File: config.mk
export PLATFORM = sky130hd
export DESIGN_NAME = avg_serial
export DESIGN_NICKNAME = d
export VERILOG_FILES = /design/src/hw/rtl/avg_pkg.sv /design/src/hw/rtl/avg_serial.sv
export SDC_FILE = /design/constraint.sdc
export NUM_CORES = 1
export LEC_CHECK = 0
export CORE_ASPECT_RATIO = 0.6
export CORE_MARGIN = 4
export CORE_UTILIZATION = 62
export CTS_BUF_LIST = sky130_fd_sc_hd__clkbuf_2
export DETAILED_ROUTE_END_ITERATION = 7
export DONT_BUFFER_PORTS = 1
export GPL_ROUTABILITY_DRIVEN = 0
export PLACE_DENSITY = 0.79
export SLEW_MARGIN = 20
export SYNTH_ARGS = -nofsm -noshare
export SYNTH_HDL_FRONTEND = slang
export SYNTH_SLANG_ARGS = --single-unit
File: constraint.sdc
create_clock -name clock -period 25.2 [get_ports clock]
set_input_delay 1.26 -clock clock [delete_from_list [all_inputs] [get_ports clock]]
set_output_delay 1.26 -clock clock [all_outputs]
set_load 0.02 [all_outputs]
File: src/hw/rtl/avg_pkg.sv
`timescale 1ns / 1ps
`default_nettype none
package avg_pkg;

   localparam int FRAC_BITS_DEF  = 16;
   localparam int UNIT_SHIFT     = 30;
   localparam int DEG_BITS       = 12;
   localparam int ROOT_W         = 32;
   localparam int SQRT_PER_STAGE = 4;
   localparam int QUOT_W         = 32;
   localparam int DIV_PER_STAGE  = 4;

   localparam logic CMD_TRIANGLE = 1'b0;
   localparam logic CMD_DIAMOND  = 1'b1;

   localparam logic [1:0] IDX_TRI_LAST = 2'd2;
   localparam logic [1:0] IDX_DIA_LAST = 2'd3;

   typedef struct packed {
      logic               diamond;
      logic signed [31:0] tx;
      logic signed [31:0] ty;
      logic [30:0]        len;
      logic [30:0]        wid;
      logic               neg_x;
      logic               neg_y;
      logic               deg;
   } side_type;

   typedef struct packed {
      logic             diamond;
      logic [3:0][31:0] vx;
      logic [3:0][31:0] vy;
   } vert_type;

endpackage
`default_nettype wire

File: src/hw/rtl/avg_serial.sv
`timescale 1ns / 1ps
`default_nettype none
module avg_serial import avg_pkg::*; (
   input  logic        clock,
   input  logic        reset,
   input  logic        in_valid,
   input  vert_type    in_vert,
   output logic        load,
   output logic        rsp_valid,
   input  logic        rsp_stall,
   output logic [31:0] rsp_vertex_x,
   output logic [31:0] rsp_vertex_y,
   output logic [1:0]  rsp_vertex_index,
   output logic        rsp_last_vertex
);

   logic       hold_ff;
   logic [1:0] idx_ff;
   vert_type   vert_ff;
   logic       last;
   logic       fire;

   assign last = vert_ff.diamond ? (idx_ff == IDX_DIA_LAST) : (idx_ff == IDX_TRI_LAST);
   assign fire = hold_ff && !rsp_stall;
   assign load = !hold_ff || (fire && last);

   always_ff @(posedge clock) begin
      if (reset) begin
         hold_ff <= 1'b0;
         idx_ff  <= '0;
      end else if (load) begin
         hold_ff <= in_valid;
         idx_ff  <= '0;
      end else if (fire) begin
         idx_ff  <= idx_ff + 2'd1;
      end
   end

   always_ff @(posedge clock) begin
      if (load) begin
         vert_ff <= in_vert;
      end
   end

   assign rsp_valid        = hold_ff;
   assign rsp_vertex_x     = vert_ff.vx[idx_ff];
   assign rsp_vertex_y     = vert_ff.vy[idx_ff];
   assign rsp_vertex_index = idx_ff;
   assign rsp_last_vertex  = last;

endmodule
`default_nettype wire
Yosys cells after proc, flatten, opt, wreduce, memory -nomap -nowiden:

Cells that the tools add are included.

* equality and inequality tests: 2
* magnitude comparators: 1
* reduce and logical (&&, ||, !) cells: 6
* add/subtract/negate cells: 1
* muxes and demuxes: 5

Operator list (count)
* 32-bit binary-select mux with 2-bit select: 2
* 32-bit two-way mux: 2
* 2-bit == test (second input constant): 2
* 2-bit by 3-bit < comparator with 1-bit output (second input constant): 1
* 2-bit by 1-bit adder with 2-bit output (second input constant): 1
* 1-bit logical AND: 2
* 1-bit zero test: 2
* 2-bit OR reduction: 1
* 1-bit logical OR: 1
* 1-bit two-way mux: 1

* register bits after elaboration: 260
* logic and storage cells: 26
* input port bits: 261
* output and inout port bits: 69

Longest topological paths before layout:

Gate-level depths: netlist of run 1.

* word-level depth: 5
* mapped depth: 5
* depth with buffers taken out: 3

Worst setup path after synthesis of run 1:

OpenSTA, ideal clock, no wires.

* path type: input to register
* start point: input rsp_stall
* end point: register hold_ff (netlist: rsp_valid)
* path slack: 4.031 ns
* cell stages on the path: 3
* arrival time: 20.360 ns
* required time: 24.390 ns
* setup time: 0.810 ns
* cell sequence: nand2b_1 > o21ai_0 > a21oi_1

* word-level cells in the longest chain between the ends: 4

RTL lines
* start, declared: RTL line avg_serial.sv:10 `input logic rsp_stall,`
* 1-bit zero test: RTL line avg_serial.sv:24 `assign fire = hold_ff && !rsp_stall;`
* 1-bit logical AND: RTL line avg_serial.sv:24
* 1-bit logical AND: RTL line avg_serial.sv:25 `assign load = !hold_ff || (fire && last);`
* 1-bit logical OR: RTL line avg_serial.sv:25
* via load: RTL line avg_serial.sv:8 `output logic load,`
* end signal, assigned: RTL line avg_serial.sv:32 `hold_ff <= in_valid;`
* end, declared: RTL line avg_serial.sv:17 `logic hold_ff;`

The timed path passes the listed nets, and every way through them passes these cells.
A chain may end at the register's enable or synchronous reset.

Final worst setup path of run 1:

* start point: register idx_ff[0] (netlist: rsp_vertex_index[0])
* end point: output rsp_vertex_x[31]

* word-level cells in the longest chain between the ends: 2

RTL lines
* start, declared: RTL line avg_serial.sv:18 `logic [1:0] idx_ff;`
* start signal, assigned: RTL line avg_serial.sv:35 `idx_ff <= idx_ff + 2'd1;`
* 32-bit binary-select mux with 2-bit select: RTL line avg_serial.sv:46 `assign rsp_vertex_x = vert_ff.vx[idx_ff];`
* 32-bit two-way mux (implied by the code): RTL line avg_serial.sv:46
* end, declared: RTL line avg_serial.sv:11 `output logic [31:0] rsp_vertex_x,`

No other way between the ends. The select of a mux whose other input is x is not followed.

==> summary.txt, run 1 <==
Clocking
  • Maximum root-to-sink buffer count: 3
  • Clock transition at path regs: 0.11 ns
  • Clk_lat worst skew: roughly 0.73 ns
  • TritonCTS Buffers: 54
  • Hold_buf cts: 0
  • Htree depth: 2
  • CTS-repair resized insts: 0
  • Post-CTS Setup Bufs: 0
  • Clock Sinks: 260
  • CTS root buffer: clkbuf_2
  • CTS tree: done

Route
  • Routed Antenna Nets: 0
  • 1st-iter DRT viols: ~400
  • Vias: 3929
  • Wire length per cell: 29.7 um
  • DR vias/cell: just over 6
  • # DRC: 0
  • Post-Route WL: 19.0 mm
  • First drt pass iteration count: 4

Finish
  • Layout cell share with drive strength beyond 1: 34.2%
  • Fillers: 899
  • Area delta synth->final: 6.87%
  • Register area: 7780 sq um
  • Final-stage net count: 660
  • Multi-input gate area: 1530 sq um
  • Final instance area: 10100 sq um
  • Finished Layout Cells: 639
  • Core Util, Final: 68.6%

Status
  • Status: completed

Setup path
  • Worst Setup End Kind: output pin
  • Slowest CP cell: buf_4
  • CP max FO: 42
  • CP cell instances: buf_4 > mux4_2
  • CP required: around 24 ns
  • Crit path launch type: flop
  • Setup CP Type: reg -> out
  • Arr. time, crit path: around 2.9 ns
  • Max incr delay on CP: 0.76 ns

Floorplanning
  • DIE AREA: 17300 sq um
  • Die height: 103 um
  • Starting Density: 64.2%
  • Die Width: 167 um
  • Core box area: 14700 sq um
  • Num rows: 34
  • Ports: between 300 and 400

STA
  • Final hold vios: 0
  • Final setup viols: 0
  • Worst setup margin: 21.00 ns
  • Final period util: between 10% and 20%
  • Max Slew Vio Count: 0
  • Crit path time final: 4.20 ns
  • Slew margin rel.: 26.5%
  • Worst Tran Pin Value: 1.10 ns
  • Setup TNS: 0 ns
  • RSZ-0062 raised after global routing: no
  • Layout Skew: 0.0494 ns
  • Fmax: 238 MHz

Synth
  • Post-synth top cells: edfxtp_1 (257), mux4_2 (64), buf_2 (6)
  • Asr flop ratio synth: 0%
  • Syn_nets: approximately 600
  • Synth warn: 0
  • Post-synth top area share: 81.9%
  • Number of synthesized flops with an enable pin: 257
  • Post-synthesis sequential area ratio: 82.6%
  • Yosys reg bits: 260
  • Syn Inst Count: about 360
  • Most frequent cell after synthesis: edfxtp_1
  • Largest cells by area after synthesis: edfxtp_1 (82%), mux4_2 (15%), dfxtp_1 (0.64%)
  • Primary FF master, synth: edfxtp_1
  • Synthesized cell area: ~9400 sq um
  • Yosys cell types: 17
  • Largest area contributor in the netlist: edfxtp_1
  • Mean Syn Cell Area: roughly 27 sq um

Global routing
  • Largest net degree at the start of global routing: 202
  • First-pass GRT wire length: between 20 and 30 mm
  • GRT overflow: 0
  • Initial antenna violation count: 11
  • Vias in the first global route: 4141
  • GRT Util Overall: 21.3%

Placed design
  • Port bufs: 0
  • DP HPWL: approximately 13 mm
  • Inst Count DP: 541
  • Placed cell areas: 9600 sq um
  • Worst slack at placement: 21.65 ns

Power
  • Peak VDD IR: 0.0507 mV
  • PD cells: 78.9 nW/um^2
  • Leakage: 3.35 nW

Hold path
  • Hold Path Class: in -> reg

Flow run
  • Max-capacitance violation count: 0
[state kept, by name, summed over array words and instances (netlist names)]
register	cells
vert_ff	257
rsp_vertex_index	2
rsp_valid	1
[layer usage]
| layer | share of wire (%) | track usage [%] | up-vias |
|---|---|---|---|
| li1 | - | - | 1657 |
| met1 | 34 | 24.6 | 1957 |
| met2 | 52 | 35.1 | 261 |
| met3 | 13 | 12.5 | 36 |
| met4 | 0.88 | 5.49 | 18 |
| met5 | 0.71 | 0 | - |
[placed cells by master, fill, tap and decap left out, drive strengths merged]
cell,count
mux4,64
clkinv,17
o21ai,2
nand2,1
xor2,1
inv,3
o22ai,1
a21oi,2
nand2b,2
diode,2
nor2,3
clkbuf,78
buf,3
nor2b,2
dfxtp,3
edfxtp,257
[cell families after synthesis]
family | synth area share (%)
muxes | 15.3
xor gates and xnor gates | 0.0930
AOI/OAI and AO/OA | 0.279
and+or+nand+nor | 0.425
DFF | 82.6
buffers and inverters | 1.34
[worst max-delay path, delay by kind of cell, from the launching register on]
family | cells | cell delay (ns)
mux | 1 | 0.70
buf+inv | 1 | 0.76
flops | 1 | 0.71
[metrics by stage]
stage          hold WS (ns)  power, W
3_5_place_dp          0.648  0.000577
2_1_floorplan         0.554  0.000585
3_3_place_gp          0.600  0.000574
6_report              0.592  0.000794
4_1_cts               0.482  0.000806
5_1_grt               0.454  0.000837
[power breakdown]
group,leakage [nW],switching [W],internal [W]
logic,0.378,0.0000295,0.0000151
registers,2.61,0.0000103,0.000511
clock network,0.357,0.000145,0.0000827
[final cells by class]
cell class	count	area share, %
Sequential cell	260	77.3
Multi-Input combinational cell	78	15.2
Clock buffer	78	3.88
Tap cell	198	2.46
Clock inverter	18	0.684
Timing Repair Buffer	3	0.348
Inverter	2	0.0746
Antenna cell	2	0.0497
[worst paths after layout]
path         cells after the start  slack (ns)                 from                   to
max reg2reg                      4       21.72  rsp_vertex_index[1]          vert_ff[73]
min reg2reg                      2        0.66            rsp_valid  rsp_vertex_index[1]
min                              1        0.59                reset            rsp_valid
max                              2       21.00  rsp_vertex_index[0]     rsp_vertex_x[31]
No activity file was read; power rests on OpenSTA's default activity.
==> run 2, diff against run 1 <==
- clock period: 25.2 -> 4 ns (I/O delays scaled with it)
==> run 2 against run 1 <==
  * Area after synthesis unchanged
  * Synthesized cell count unchanged
  * The flow now stops in 4_1_cts
==> summary.txt, run 2 <==
Floorplanning
  • Num rows: 34 (unchanged)
  • Ports: 330 (unchanged)
  • Starting Density: 64.2% (unchanged)
  • Die height: 103 um (unchanged)
  • Die Width: 167 um (unchanged)

Synth
  • Mean Syn Cell Area: 26.5 sq um (unchanged)
  • Syn Inst Count: 355 (unchanged)
  • Post-synthesis sequential area ratio: 82.6% (unchanged)
  • Post-synth top cells: edfxtp_1 (257), mux4_2 (64), buf_2 (6)
  • Largest cells by area after synthesis: edfxtp_1 (82%), mux4_2 (15%), dfxtp_1 (0.64%)
  • Synthesized cell area: 9420 sq um (unchanged)
  • Synth Area in Simple Gates: 0.425% (unchanged)
  • Synth Area in Compound Gates: 0.279% (unchanged)
  • Synth Area in XOR/XNOR: 0.0930% (unchanged)
  • Yosys reg bits: 260 (unchanged)
  • Asr flop ratio synth: 0% (unchanged)
  • Largest family of logic cells by synthesized area: multiplexers
  • Post-synth top area share: 81.9% (unchanged)
  • Largest area contributor in the netlist: edfxtp_1
  • Most frequent cell after synthesis: edfxtp_1
  • Primary FF master, synth: edfxtp_1
  • Adder-Cell Fraction of Synth Area: 0% (unchanged)
  • Syn_nets: 616 (unchanged)
  • Synth warn: 0 (unchanged)
  • Yosys cell types: 17 (unchanged)
  • Number of synthesized flops with an enable pin: 257 (unchanged)
  • Multiplexer share of the synthesized area: 15.3% (unchanged)

Placed design
  • Port bufs: 0 (unchanged)
  • DP HPWL: 13.8 mm (+3.2%)
  • Inst Count DP: 546 (+0.92%)
  • Worst slack at placement: 1.53 ns (-20.12 ns)

Clocking
  • Hold_buf cts: 128 (+128)
  • Htree depth: 2 (unchanged)
  • TritonCTS Buffers: 54 (unchanged)
  • Clock Sinks: 260 (unchanged)
  • Post-CTS Setup Bufs: 0 (unchanged)
  • CTS-repair resized insts: 0 (unchanged)
  • CTS root buffer: clkbuf_2
  • Maximum root-to-sink buffer count: 3 (unchanged)

Status
  • Stop err: [ERROR RSZ-0060] Max buffer count reached.
  • Status: aborted with a tool error
  • Stop stage: 4_1_cts
run 2: cell counts after synthesis:
No cell type changed its count.
run 2: cells by family after synthesis:
group	after synthesis
xor+xnor	1
mux	64
buf+inv	17
compound gates	5
flops	260
simple gates	8
run 2: through the flow:
stage | util (%) | TNS [ns] | cell area [sq um] | hold slack (ns)
3_5_place_dp | 66.1 | 0 | 9700 | 0.272
2_1_floorplan | - | -391.60 | 9440 | 0.269
3_3_place_gp | 66.1 | 0 | 9700 | 0.273
==> run 3, diff against run 2 <==
- CORE_ASPECT_RATIO: 0.6 -> default
- CORE_UTILIZATION: 62 -> 40
- CTS_BUF_LIST: sky130_fd_sc_hd__clkbuf_2 -> default
- PLACE_DENSITY: 0.79 -> default
- PLACE_DENSITY_LB_ADDON: default -> 0.15
==> run 3 against run 2 <==
  * The run again fails in 4_1_cts
  * Area after synthesis stayed put
  * Synthesized cell count did not move
==> summary.txt, run 3 <==
Synth
  • Asr flop ratio synth: 0% (unchanged)
  • Yosys reg bits: 260 (unchanged)
  • Largest area contributor in the netlist: edfxtp_1
  • Mean Syn Cell Area: 26.5 sq um (unchanged)
  • Yosys cell types: 17 (unchanged)
  • Syn_nets: 616 (unchanged)
  • Post-synth top area share: 81.9% (unchanged)
  • Number of synthesized flops with an enable pin: 257 (unchanged)
  • Syn Inst Count: 355 (unchanged)
  • Primary FF master, synth: edfxtp_1
  • Synthesized cell area: 9420 sq um (unchanged)
  • Largest cells by area after synthesis: edfxtp_1 (82%), mux4_2 (15%), dfxtp_1 (0.64%)
  • Synth warn: 0 (unchanged)
  • Post-synthesis sequential area ratio: 82.6% (unchanged)
  • Most frequent cell after synthesis: edfxtp_1
  • Post-synth top cells: edfxtp_1 (257), mux4_2 (64), buf_2 (6)

Clocking
  • Post-CTS Setup Bufs: 0 (unchanged)
  • TritonCTS Buffers: 28 (-48%)
  • Maximum root-to-sink buffer count: 3 (unchanged)
  • Clock Sinks: 260 (unchanged)
  • Hold_buf cts: 142 (+11%)
  • CTS root buffer: clkbuf_16
  • Htree depth: 1 (-1)
  • CTS-repair resized insts: 0 (unchanged)

Floorplanning
  • Ports: 330 (unchanged)
  • Starting Density: 41.1% (-23 points)
  • Num rows: 55 (+62%)
  • Die Width: 161 um (-3.4%)
  • Die height: 161 um (+56%)

Status
  • Stop stage: 4_1_cts
  • Status: aborted with a tool error
  • Stop err: [ERROR RSZ-0060] Max buffer count reached.

Placed design
  • Port bufs: 0 (unchanged)
  • Placed cell areas: 9780 sq um (+0.81%)
  • DP HPWL: 13.2 mm (-4.5%)
  • Worst slack at placement: 1.85 ns (+0.317 ns)
[run 3: stage by stage]
step,hold slack (ns),instances,setup TNS [ns]
2_1_floorplan,0.269,355,-391.60
3_3_place_gp,0.271,659,0
3_5_place_dp,0.273,659,0
[run 3: cells by family after synthesis]
| group | share of synthesized area [%] |
|---|---|
| compound gates | 0.279 |
| xor+xnor | 0.0930 |
| buf+inv | 1.34 |
| mux | 15.3 |
| simple gates | 0.425 |
| flops | 82.6 |
